**config.mk**
```make
export PLATFORM = sky130hd
export DESIGN_NAME = utf16_to_utf8_encoder
export DESIGN_NICKNAME = d
export VERILOG_FILES = /design/src/design/u16u8_pkg.sv /design/src/design/u16u8_front.sv /design/src/design/u16u8_fifo.sv /design/src/design/u16u8_back.sv /design/src/design/utf16_to_utf8_encoder.sv
export SDC_FILE = /design/constraint.sdc
export NUM_CORES = 1
export LEC_CHECK = 0
export ABC_AREA = 1
export BUFFER_PORTS_ARGS = -buffer_cell sky130_fd_sc_hd__buf_2
export CAP_MARGIN = 20
export CORE_ASPECT_RATIO = 1.25
export CORE_MARGIN = 2
export CORE_UTILIZATION = 45
export CTS_CLUSTER_SIZE = 24
export DETAILED_ROUTE_END_ITERATION = 12
export HOLD_SLACK_MARGIN = 0.02
export RECOVER_POWER = 50
export SETUP_SLACK_MARGIN = 0.1
export SYNTH_ARGS = -nofsm -noshare
export SYNTH_HDL_FRONTEND = slang
export SYNTH_SLANG_ARGS = --single-unit
```
**constraint.sdc**
```tcl
create_clock -name clock -period 3.5 [get_ports clock]
set_clock_uncertainty 0.1 [all_clocks]
set_input_delay 0 -clock clock [delete_from_list [all_inputs] [get_ports clock]]
set_output_delay 0 -clock clock [all_outputs]
set_load 0.1 [all_outputs]
```
**src/design/u16u8_pkg.sv**
```systemverilog
// shared types and constants for the utf-16 to utf-8 encoder
package u16u8_pkg;

   localparam int unsigned UNIT_WIDTH  = 16;
   localparam int unsigned BYTE_WIDTH  = 8;
   localparam int unsigned CP_WIDTH    = 21;
   localparam int unsigned HELD_WIDTH  = 10;
   localparam int unsigned FIFO_DEPTH  = 4;

   localparam logic [UNIT_WIDTH-1:0] SURR_HIGH_BASE = 16'hD800;
   localparam logic [UNIT_WIDTH-1:0] SURR_LOW_BASE  = 16'hDC00;
   localparam logic [UNIT_WIDTH-1:0] SURR_END       = 16'hE000;
   localparam logic [UNIT_WIDTH-1:0] ONE_BYTE_LIMIT = 16'h0080;
   localparam logic [UNIT_WIDTH-1:0] TWO_BYTE_LIMIT = 16'h0800;
   localparam logic [CP_WIDTH-1:0]   SUPP_OFFSET    = 21'h10000;

   localparam logic [BYTE_WIDTH-1:0] LEAD_TWO   = 8'hC0;
   localparam logic [BYTE_WIDTH-1:0] LEAD_THREE = 8'hE0;
   localparam logic [BYTE_WIDTH-1:0] LEAD_FOUR  = 8'hF0;
   localparam logic [BYTE_WIDTH-1:0] CONT_MARK  = 8'h80;

   // byte count of one queued job, minus one
   typedef enum logic [1:0] {
      LEN_ONE   = 2'd0,
      LEN_TWO   = 2'd1,
      LEN_THREE = 2'd2,
      LEN_FOUR  = 2'd3
   } len_code_type;

   // one job for the byte serializer
   typedef struct packed {
      len_code_type          len;
      logic [CP_WIDTH-1:0]   cp;
      logic                  term;
      logic                  bad;
   } job_type;

endpackage

```
**src/design/u16u8_front.sv**
```systemverilog
// front end: accepts code units, tracks surrogate state, queues byte jobs
module u16u8_front (
   input  logic                                  clock,
   input  logic                                  reset,
   input  logic                                  req_tvalid,
   output logic                                  req_tready,
   input  logic [u16u8_pkg::UNIT_WIDTH-1:0]      unit,
   input  logic                                  q_full,
   output logic                                  q_push,
   output u16u8_pkg::job_type                    q_job
);
   import u16u8_pkg::*;

   logic [HELD_WIDTH-1:0] held_ff, held_in;
   logic                  pend_ff, pend_in;
   logic                  skip_ff, skip_in;
   logic                  accept;
   logic                  is_high, is_low, is_zero;
   logic                  has_job;
   job_type               job;

   assign req_tready = !q_full;
   assign accept     = req_tvalid && req_tready;
   assign is_zero    = (unit == '0);
   assign is_high    = (unit >= SURR_HIGH_BASE) && (unit < SURR_LOW_BASE);
   assign is_low     = (unit >= SURR_LOW_BASE) && (unit < SURR_END);

   always_comb begin
      held_in  = held_ff;
      pend_in  = pend_ff;
      skip_in  = skip_ff;
      has_job  = 1'b0;
      job.len  = LEN_ONE;
      job.cp   = '0;
      job.term = 1'b0;
      job.bad  = 1'b0;
      if (skip_ff) begin
         // drop everything up to the terminator
         if (is_zero) begin
            skip_in = 1'b0;
         end
      end else if (pend_ff) begin
         has_job = 1'b1;
         pend_in = 1'b0;
         held_in = '0;
         if (is_low) begin
            job.len = LEN_FOUR;
            job.cp  = {1'b0, held_ff, unit[HELD_WIDTH-1:0]} + SUPP_OFFSET;
         end else begin
            // broken pair
            job.term = 1'b1;
            job.bad  = 1'b1;
            skip_in  = !is_zero;
         end
      end else if (is_zero) begin
         has_job  = 1'b1;
         job.term = 1'b1;
      end else if (unit < ONE_BYTE_LIMIT) begin
         has_job = 1'b1;
         job.cp  = CP_WIDTH'(unit);
      end else if (unit < TWO_BYTE_LIMIT) begin
         has_job = 1'b1;
         job.len = LEN_TWO;
         job.cp  = CP_WIDTH'(unit);
      end else if (is_high) begin
         held_in = unit[HELD_WIDTH-1:0];
         pend_in = 1'b1;
      end else if (is_low) begin
         has_job  = 1'b1;
         job.term = 1'b1;
         job.bad  = 1'b1;
         skip_in  = 1'b1;
      end else begin
         has_job = 1'b1;
         job.len = LEN_THREE;
         job.cp  = CP_WIDTH'(unit);
      end
   end

   assign q_push = accept && has_job;
   assign q_job  = job;

   always_ff @(posedge clock) begin
      if (reset) begin
         held_ff <= '0;
         pend_ff <= 1'b0;
         skip_ff <= 1'b0;
      end else if (accept) begin
         held_ff <= held_in;
         pend_ff <= pend_in;
         skip_ff <= skip_in;
      end
   end

   // a held high surrogate and error skipping never coexist
   a_pend_skip_excl: assert property (@(posedge clock) disable iff (reset)
      !(pend_ff && skip_ff))
      else $error("high surrogate held while skipping");

   // nothing is queued while skipping
   a_no_job_skip: assert property (@(posedge clock) disable iff (reset)
      skip_ff |-> !q_push)
      else $error("job queued while skipping");

   // any unit that follows a held high surrogate clears it
   a_pair_clears: assert property (@(posedge clock) disable iff (reset)
      (accept && pend_ff) |=> !pend_ff)
      else $error("held surrogate survived its follower");

endmodule

```
**src/design/u16u8_fifo.sv**
```systemverilog
// short job queue between front end and byte serializer
module u16u8_fifo #(
   parameter int unsigned Depth = u16u8_pkg::FIFO_DEPTH
) (
   input  logic                  clock,
   input  logic                  reset,
   input  logic                  push,
   input  u16u8_pkg::job_type    push_job,
   input  logic                  pop,
   output u16u8_pkg::job_type    head_job,
   output logic                  full,
   output logic                  empty
);
   import u16u8_pkg::*;

   localparam int unsigned PtrWidth = (Depth > 1) ? $clog2(Depth) : 1;
   localparam int unsigned CntWidth = $clog2(Depth + 1);

   job_type               slots_ff [Depth];
   logic [PtrWidth-1:0]   wr_ff, wr_in;
   logic [PtrWidth-1:0]   rd_ff, rd_in;
   logic [CntWidth-1:0]   cnt_ff, cnt_in;
   logic                  do_push, do_pop;

   assign full     = (cnt_ff == CntWidth'(Depth));
   assign empty    = (cnt_ff == '0);
   assign do_push  = push && !full;
   assign do_pop   = pop && !empty;
   assign head_job = slots_ff[rd_ff];

   always_comb begin
      wr_in  = wr_ff;
      rd_in  = rd_ff;
      cnt_in = cnt_ff;
      if (do_push) begin
         wr_in = (wr_ff == PtrWidth'(Depth - 1)) ? '0 : wr_ff + 1'b1;
      end
      if (do_pop) begin
         rd_in = (rd_ff == PtrWidth'(Depth - 1)) ? '0 : rd_ff + 1'b1;
      end
      if (do_push && !do_pop) begin
         cnt_in = cnt_ff + 1'b1;
      end else if (do_pop && !do_push) begin
         cnt_in = cnt_ff - 1'b1;
      end
   end

   always_ff @(posedge clock) begin
      if (reset) begin
         wr_ff  <= '0;
         rd_ff  <= '0;
         cnt_ff <= '0;
      end else begin
         wr_ff  <= wr_in;
         rd_ff  <= rd_in;
         cnt_ff <= cnt_in;
      end
   end

   always_ff @(posedge clock) begin
      if (do_push) begin
         slots_ff[wr_ff] <= push_job;
      end
   end

   a_no_overflow: assert property (@(posedge clock) disable iff (reset)
      !(push && full))
      else $error("push into full queue");

   a_no_underflow: assert property (@(posedge clock) disable iff (reset)
      !(pop && empty))
      else $error("pop from empty queue");

   a_cnt_bound: assert property (@(posedge clock) disable iff (reset)
      cnt_ff <= CntWidth'(Depth))
      else $error("queue count beyond depth");

endmodule

```
**src/design/u16u8_back.sv**
```systemverilog
// back end: turns queued jobs into utf-8 bytes, one per cycle unless the output stalls
module u16u8_back (
   input  logic                                  clock,
   input  logic                                  reset,
   input  u16u8_pkg::job_type                    head_job,
   input  logic                                  q_empty,
   output logic                                  q_pop,
   output logic                                  rsp_tvalid,
   input  logic                                  rsp_tready,
   output logic [u16u8_pkg::BYTE_WIDTH-1:0]      out_byte,
   output logic                                  run_last,
   output logic                                  string_end,
   output logic                                  bad_surrogate
);
   import u16u8_pkg::*;

   logic [1:0]            idx_ff, idx_in;
   logic                  valid_ff, valid_in;
   logic [BYTE_WIDTH-1:0] byte_ff, byte_in;
   logic                  last_ff, end_ff, bad_ff;
   logic                  advance, load, at_last;
   logic [1:0]            from_end;

   assign advance  = !valid_ff || rsp_tready;
   assign load     = advance && !q_empty;
   assign at_last  = (idx_ff == head_job.len);
   assign q_pop    = load && at_last;
   assign from_end = head_job.len - idx_ff;

   always_comb begin
      byte_in = '0;
      if (idx_ff == '0) begin
         unique case (head_job.len)
            LEN_ONE:   byte_in = head_job.cp[7:0];
            LEN_TWO:   byte_in = LEAD_TWO | BYTE_WIDTH'(head_job.cp[10:6]);
            LEN_THREE: byte_in = LEAD_THREE | BYTE_WIDTH'(head_job.cp[15:12]);
            LEN_FOUR:  byte_in = LEAD_FOUR | BYTE_WIDTH'(head_job.cp[20:18]);
            default:   byte_in = '0;
         endcase
      end else begin
         case (from_end)
            2'd0:    byte_in = CONT_MARK | BYTE_WIDTH'(head_job.cp[5:0]);
            2'd1:    byte_in = CONT_MARK | BYTE_WIDTH'(head_job.cp[11:6]);
            2'd2:    byte_in = CONT_MARK | BYTE_WIDTH'(head_job.cp[17:12]);
            default: byte_in = '0;
         endcase
      end
   end

   always_comb begin
      idx_in   = idx_ff;
      valid_in = valid_ff;
      if (load) begin
         valid_in = 1'b1;
         idx_in   = at_last ? '0 : idx_ff + 1'b1;
      end else if (advance) begin
         valid_in = 1'b0;
      end
   end

   always_ff @(posedge clock) begin
      if (reset) begin
         idx_ff   <= '0;
         valid_ff <= 1'b0;
      end else begin
         idx_ff   <= idx_in;
         valid_ff <= valid_in;
      end
   end

   always_ff @(posedge clock) begin
      if (load) begin
         byte_ff <= byte_in;
         last_ff <= at_last;
         end_ff  <= head_job.term;
         bad_ff  <= head_job.bad;
      end
   end

   assign rsp_tvalid    = valid_ff;
   assign out_byte      = byte_ff;
   assign run_last      = last_ff;
   assign string_end    = end_ff;
   assign bad_surrogate = bad_ff;

   a_idx_bound: assert property (@(posedge clock) disable iff (reset)
      !q_empty |-> (idx_ff <= head_job.len))
      else $error("byte index past job length");

   a_end_is_last: assert property (@(posedge clock) disable iff (reset)
      (valid_ff && end_ff) |-> (last_ff && byte_ff == '0))
      else $error("terminator not a lone zero byte");

   a_bad_ends: assert property (@(posedge clock) disable iff (reset)
      (valid_ff && bad_ff) |-> end_ff)
      else $error("error marker without string end");

endmodule

```
**src/design/utf16_to_utf8_encoder.sv**
```systemverilog
// top level of the utf-16 to utf-8 encoder
// One 16-bit UTF-16 code unit enters per req word and comes out as zero to
// four UTF-8 bytes, one rsp word per byte, at one byte per clock while
// rsp_tready is high. A unit is taken in the cycle it arrives as long as the
// job queue (FifoDepth entries) has room, so the input side runs at one unit
// per cycle until the byte side falls behind; the sustained rate is then set
// by the byte serializer, which emits one byte for ASCII, two for units below
// 0x800, three for other BMP units and four for a surrogate pair (the high
// half itself produces nothing). A zero unit ends the string and yields a
// zero byte with tuser string_end set. An unpaired surrogate yields one zero
// byte with string_end and bad_surrogate set, after which units are dropped
// without output up to and including the next zero unit. rsp_tlast marks the
// final byte produced by each input unit. The output sits behind a register,
// so the block keeps accepting while a byte waits to be taken.
module utf16_to_utf8_encoder #(
   parameter int unsigned FifoDepth = u16u8_pkg::FIFO_DEPTH
) (
   input  logic        clock,
   input  logic        reset,
   // req_tdata: [15:0] code_unit
   input  logic        req_tvalid,
   output logic        req_tready,
   input  logic [15:0] req_tdata,
   // rsp_tdata: [7:0] out_byte
   output logic        rsp_tvalid,
   input  logic        rsp_tready,
   output logic [7:0]  rsp_tdata,
   // rsp_tlast: run_last, final byte of one input unit
   output logic        rsp_tlast,
   // rsp_tuser: [0] string_end, [1] bad_surrogate
   output logic [1:0]  rsp_tuser
);
   import u16u8_pkg::*;

   job_type push_job;
   job_type head_job;
   logic    q_push, q_pop, q_full, q_empty;
   logic    string_end, bad_surrogate;

   // classify units and keep surrogate / skip state
   u16u8_front u_front (
      .clock      (clock),
      .reset      (reset),
      .req_tvalid (req_tvalid),
      .req_tready (req_tready),
      .unit       (req_tdata),
      .q_full     (q_full),
      .q_push     (q_push),
      .q_job      (push_job)
   );

   // decouples unit intake from byte output
   u16u8_fifo #(
      .Depth (FifoDepth)
   ) u_fifo (
      .clock    (clock),
      .reset    (reset),
      .push     (q_push),
      .push_job (push_job),
      .pop      (q_pop),
      .head_job (head_job),
      .full     (q_full),
      .empty    (q_empty)
   );

   // serialize each job into bytes behind an output register
   u16u8_back u_back (
      .clock         (clock),
      .reset         (reset),
      .head_job      (head_job),
      .q_empty       (q_empty),
      .q_pop         (q_pop),
      .rsp_tvalid    (rsp_tvalid),
      .rsp_tready    (rsp_tready),
      .out_byte      (rsp_tdata),
      .run_last      (rsp_tlast),
      .string_end    (string_end),
      .bad_surrogate (bad_surrogate)
   );

   assign rsp_tuser = {bad_surrogate, string_end};

endmodule
```
==> results.md <==
* Vias/cell at 5.33
* Kind of cell adding the most delay to the critical path: simple AND/OR/NAND/NOR gates
* Largest net degree at the start of global routing at slightly below 50
* Worst path bufs/invs at 4
* Most frequent CP cell: nand2_1
* Area of the multi-input gates at around 1900 sq um
* Die Y at between 100 and 150 um
* Slew headroom at 21.7%
* Worst hold slack at 0.0513 ns
* Initial antenna violation count at 0
* Reg clk slew, reported paths at 0.05 ns
* Slew Limit Fails at 0
* First-pass GRT wire length at 22300 um
* Drt wl/cell at between 15 and 20 um
* Netlist cell types at 37
* Hold Startpoint: req_tdata[11]
* Setup violators final at 0
* Register area at 3810 sq um
* Slowest stage delay, CP at 0.91 ns
* Reg2reg path depth at 13
* Pwr per Cell Area at 895 nW/um^2
* Inserted Diodes at 0
* Crit share post-route at 91.1%
* Drc violations at 0
* Initial Util at 45.7%
* Clk root buf: clkbuf_16
* Synthesized cell area at ~6000 sq um
* CP max FO at 9
* Worst-Margin Slew at roughly 1.2 ns
* Most frequent cells in the layout: 111 x edfxtp_1, 98 x nand2_1, 65 x nor2_1
* Synth Instances at 571
* H-tree depth at 4
* Die area at roughly 14000 sq um
* Leakage at about 2.7 nW
* Fraction of final layout cells sized beyond drive strength 1 at 12.1%
* Crit Path Category: input pin to flop
* R2r endpoint: u_fifo.cnt_ff[1]$_SDFFE_PP0P_
* Seq/Total Area, Yosys at 63.4%
* Worst-path cell chain: dlygate4sd3_1, clkbuf_1, nand2_1, nor3_1, nand4_4, nand2_1, inv_2, ha_1, inv_1, fa_1, o21ai_0, a21oi_1
* Initial DRC count at 270
* Post-route ant nets at 0
* Dominant cell type by area after synthesis: edfxtp_1
* Crit end category: flop
* Mean post-synth cell area at 10.5 sq um
* Clock sink count at between 100 and 150
* Clock Latency Late Sink at ~0.41 ns
* Final hold vios at 0
* GR Overflow Total at 0
* Clk buf depth at 2
* Area delta synth->final at 19.6%
* Max cap viols at 0
* First-pass DRT Iterations at 5
* Crit path DAT at 3.38 ns
* Setup repair bufs after CTS at 0
* Worst VDD drop at approximately 540 uV
* CTS tree: done
* Crit path required time at 3.69 ns
* DRT Wirelength at 14000 um
* Synthesis-stage register bit count at ~140
* CTS Buf Count at 17
* Core Rows at 47
* Syn Nets at 601
* FMAX at about 310 MHz
* Dpl hpwl at 9320 um
* Share of the synthesized area in the top cell type at 55.4%
* R2r setup slk at between 0.3 and 0.4 ns
* CP max stage cell: nor3_1
* Chip Width at between 100 and 150 um
* Port Buffers at 32
* Nets@finish at 669
* Routability Congestion at 0.897
* Top post-synthesis cells by area: edfxtp_1 55%, dfxtp_1 8.0%, nand2_1 5.9%
* Layout filler cell count at 1185
* Outcome: finished, final reports clean
* Io pins at 33
* Vias at around 4400
* Total GRT Usage at 20.7%
* RSZ-0062 raised after global routing: false
* Min Clock Period, post-route at 3.19 ns
* YS warnings at 0
* Core area at 13200 sq um
* Vias in the first global route at roughly 4300
* Commonest non-fill, non-tap cell in the layout: edfxtp_1
* Min-Delay Path Class: input pin to flop
* Min-Delay Path Depth at 3
* Kind of start point of the critical path: input pin
* WHS Endpoint: u_fifo.slots_ff[3][13]$_DFFE_PP_
* TNS Setup at 0 ns
metal layers:
metal,global-route usage [%],part of all wire (%),vias up
met5,0,0,-
met4,7.55,1.9,0
met3,4.45,4.1,20
met2,35.4,52,123
met1,25.8,42,2106
li1,-,-,2137
logic make-up after synthesis:
logic type / synth area share, %
xor gates and xnor gates: 0.437
and+or+nand+nor: 19.0
buffers and inverters: 4.62
adders and majority gates: 2.20
AOI/OAI and AO/OA: 10.1
muxes: 0.166
DFF: 63.4
flip-flops by register name, summed over array words and instances, names as in the netlist, 2 cells and up, named ones only:
| register | flops |
|---|---|
| u_back.idx_ff | 2 |
| u_front.held_ff | 10 |
| u_fifo.wr_ff | 2 |
| u_fifo.slots_ff | 100 |
| u_back.out_byte | 8 |
| u_fifo.cnt_ff | 3 |
| u_fifo.rd_ff | 2 |
area by class of cell:
| class | instances | share of cell area [%] |
|---|---|---|
| clock inverters | 8 | 1.08 |
| clock buffers | 24 | 7.74 |
| flip-flops and latches | 135 | 53.0 |
| repair buffers | 71 | 6.97 |
| inverters | 45 | 2.35 |
| multi-input cells | 369 | 25.9 |
| well taps | 171 | 2.97 |
where the power goes:
group          switching [mW]  internal [mW]  leakage [nW]
registers              0.0928           2.12          1.24
logic                    1.84          0.548          1.19
clock network           0.657           1.19         0.309
total                    2.59           3.86          2.73
cells in the mapped netlist, drive strengths merged:
library cell and number:
edfxtp 111, nand2 102, nor2 71, o21ai 55, nand3 52, inv 45, a21oi 26, dfxtp 24
o22ai 22, buf 12, nor3 12, clkbuf 10, ha 9, nand4 4, o31ai 4, xor2 3
a211oi 2, nor3b 2, a22oi 1, a31oi 1, and2 1, fa 1, mux2i 1
what timing repair did:
item,CTS,global route
hold buffers,28,0
endpoints found under the hold margin,74,0
gates resized for setup,0,0
worst max-delay path by stage:
stage	from	to	slack, ns	cells past startpoint
after global placement	flop	u_fifo.cnt_ff[1]$_SDFFE_PP0P_	0.67	12
after global routing	req_tdata[15]	u_fifo.cnt_ff[1]$_SDFFE_PP0P_	0.17	12
after floorplan	u_fifo.cnt_ff[1]$_SDFFE_PP0P_	u_fifo.slots_ff[0][0]$_DFFE_PP_	0.15	6
final	req_tdata[15]	u_fifo.cnt_ff[1]$_SDFFE_PP0P_	0.31	12
after CTS	flop	u_fifo.cnt_ff[1]$_SDFFE_PP0P_	0.50	12
after detailed placement	flop	u_fifo.cnt_ff[1]$_SDFFE_PP0P_	0.57	12
metrics by stage:
stage / utilization, % / worst slack (ns) / cell area (sq um) / power, mW / std cells
2_1_floorplan: - / 0.148 / 6020 / 4.12 / 571
3_3_place_gp: 48.4 / 0.673 / 6380 / 4.64 / 763
3_5_place_dp: 48.4 / 0.569 / 6380 / 4.67 / 763
4_1_cts: 55.4 / 0.501 / 7300 / 6.54 / 823
5_1_grt: 54.6 / 0.169 / 7190 / 6.79 / 823
6_report: 54.6 / 0.312 / 7190 / 6.44 / 823
worst min-delay path, cell delays in order:
cell	delay, ns
buf_2	0.10
inv_1	0.12
o31ai_1	0.15
Note: power is estimated with default switching activity, not from simulation.
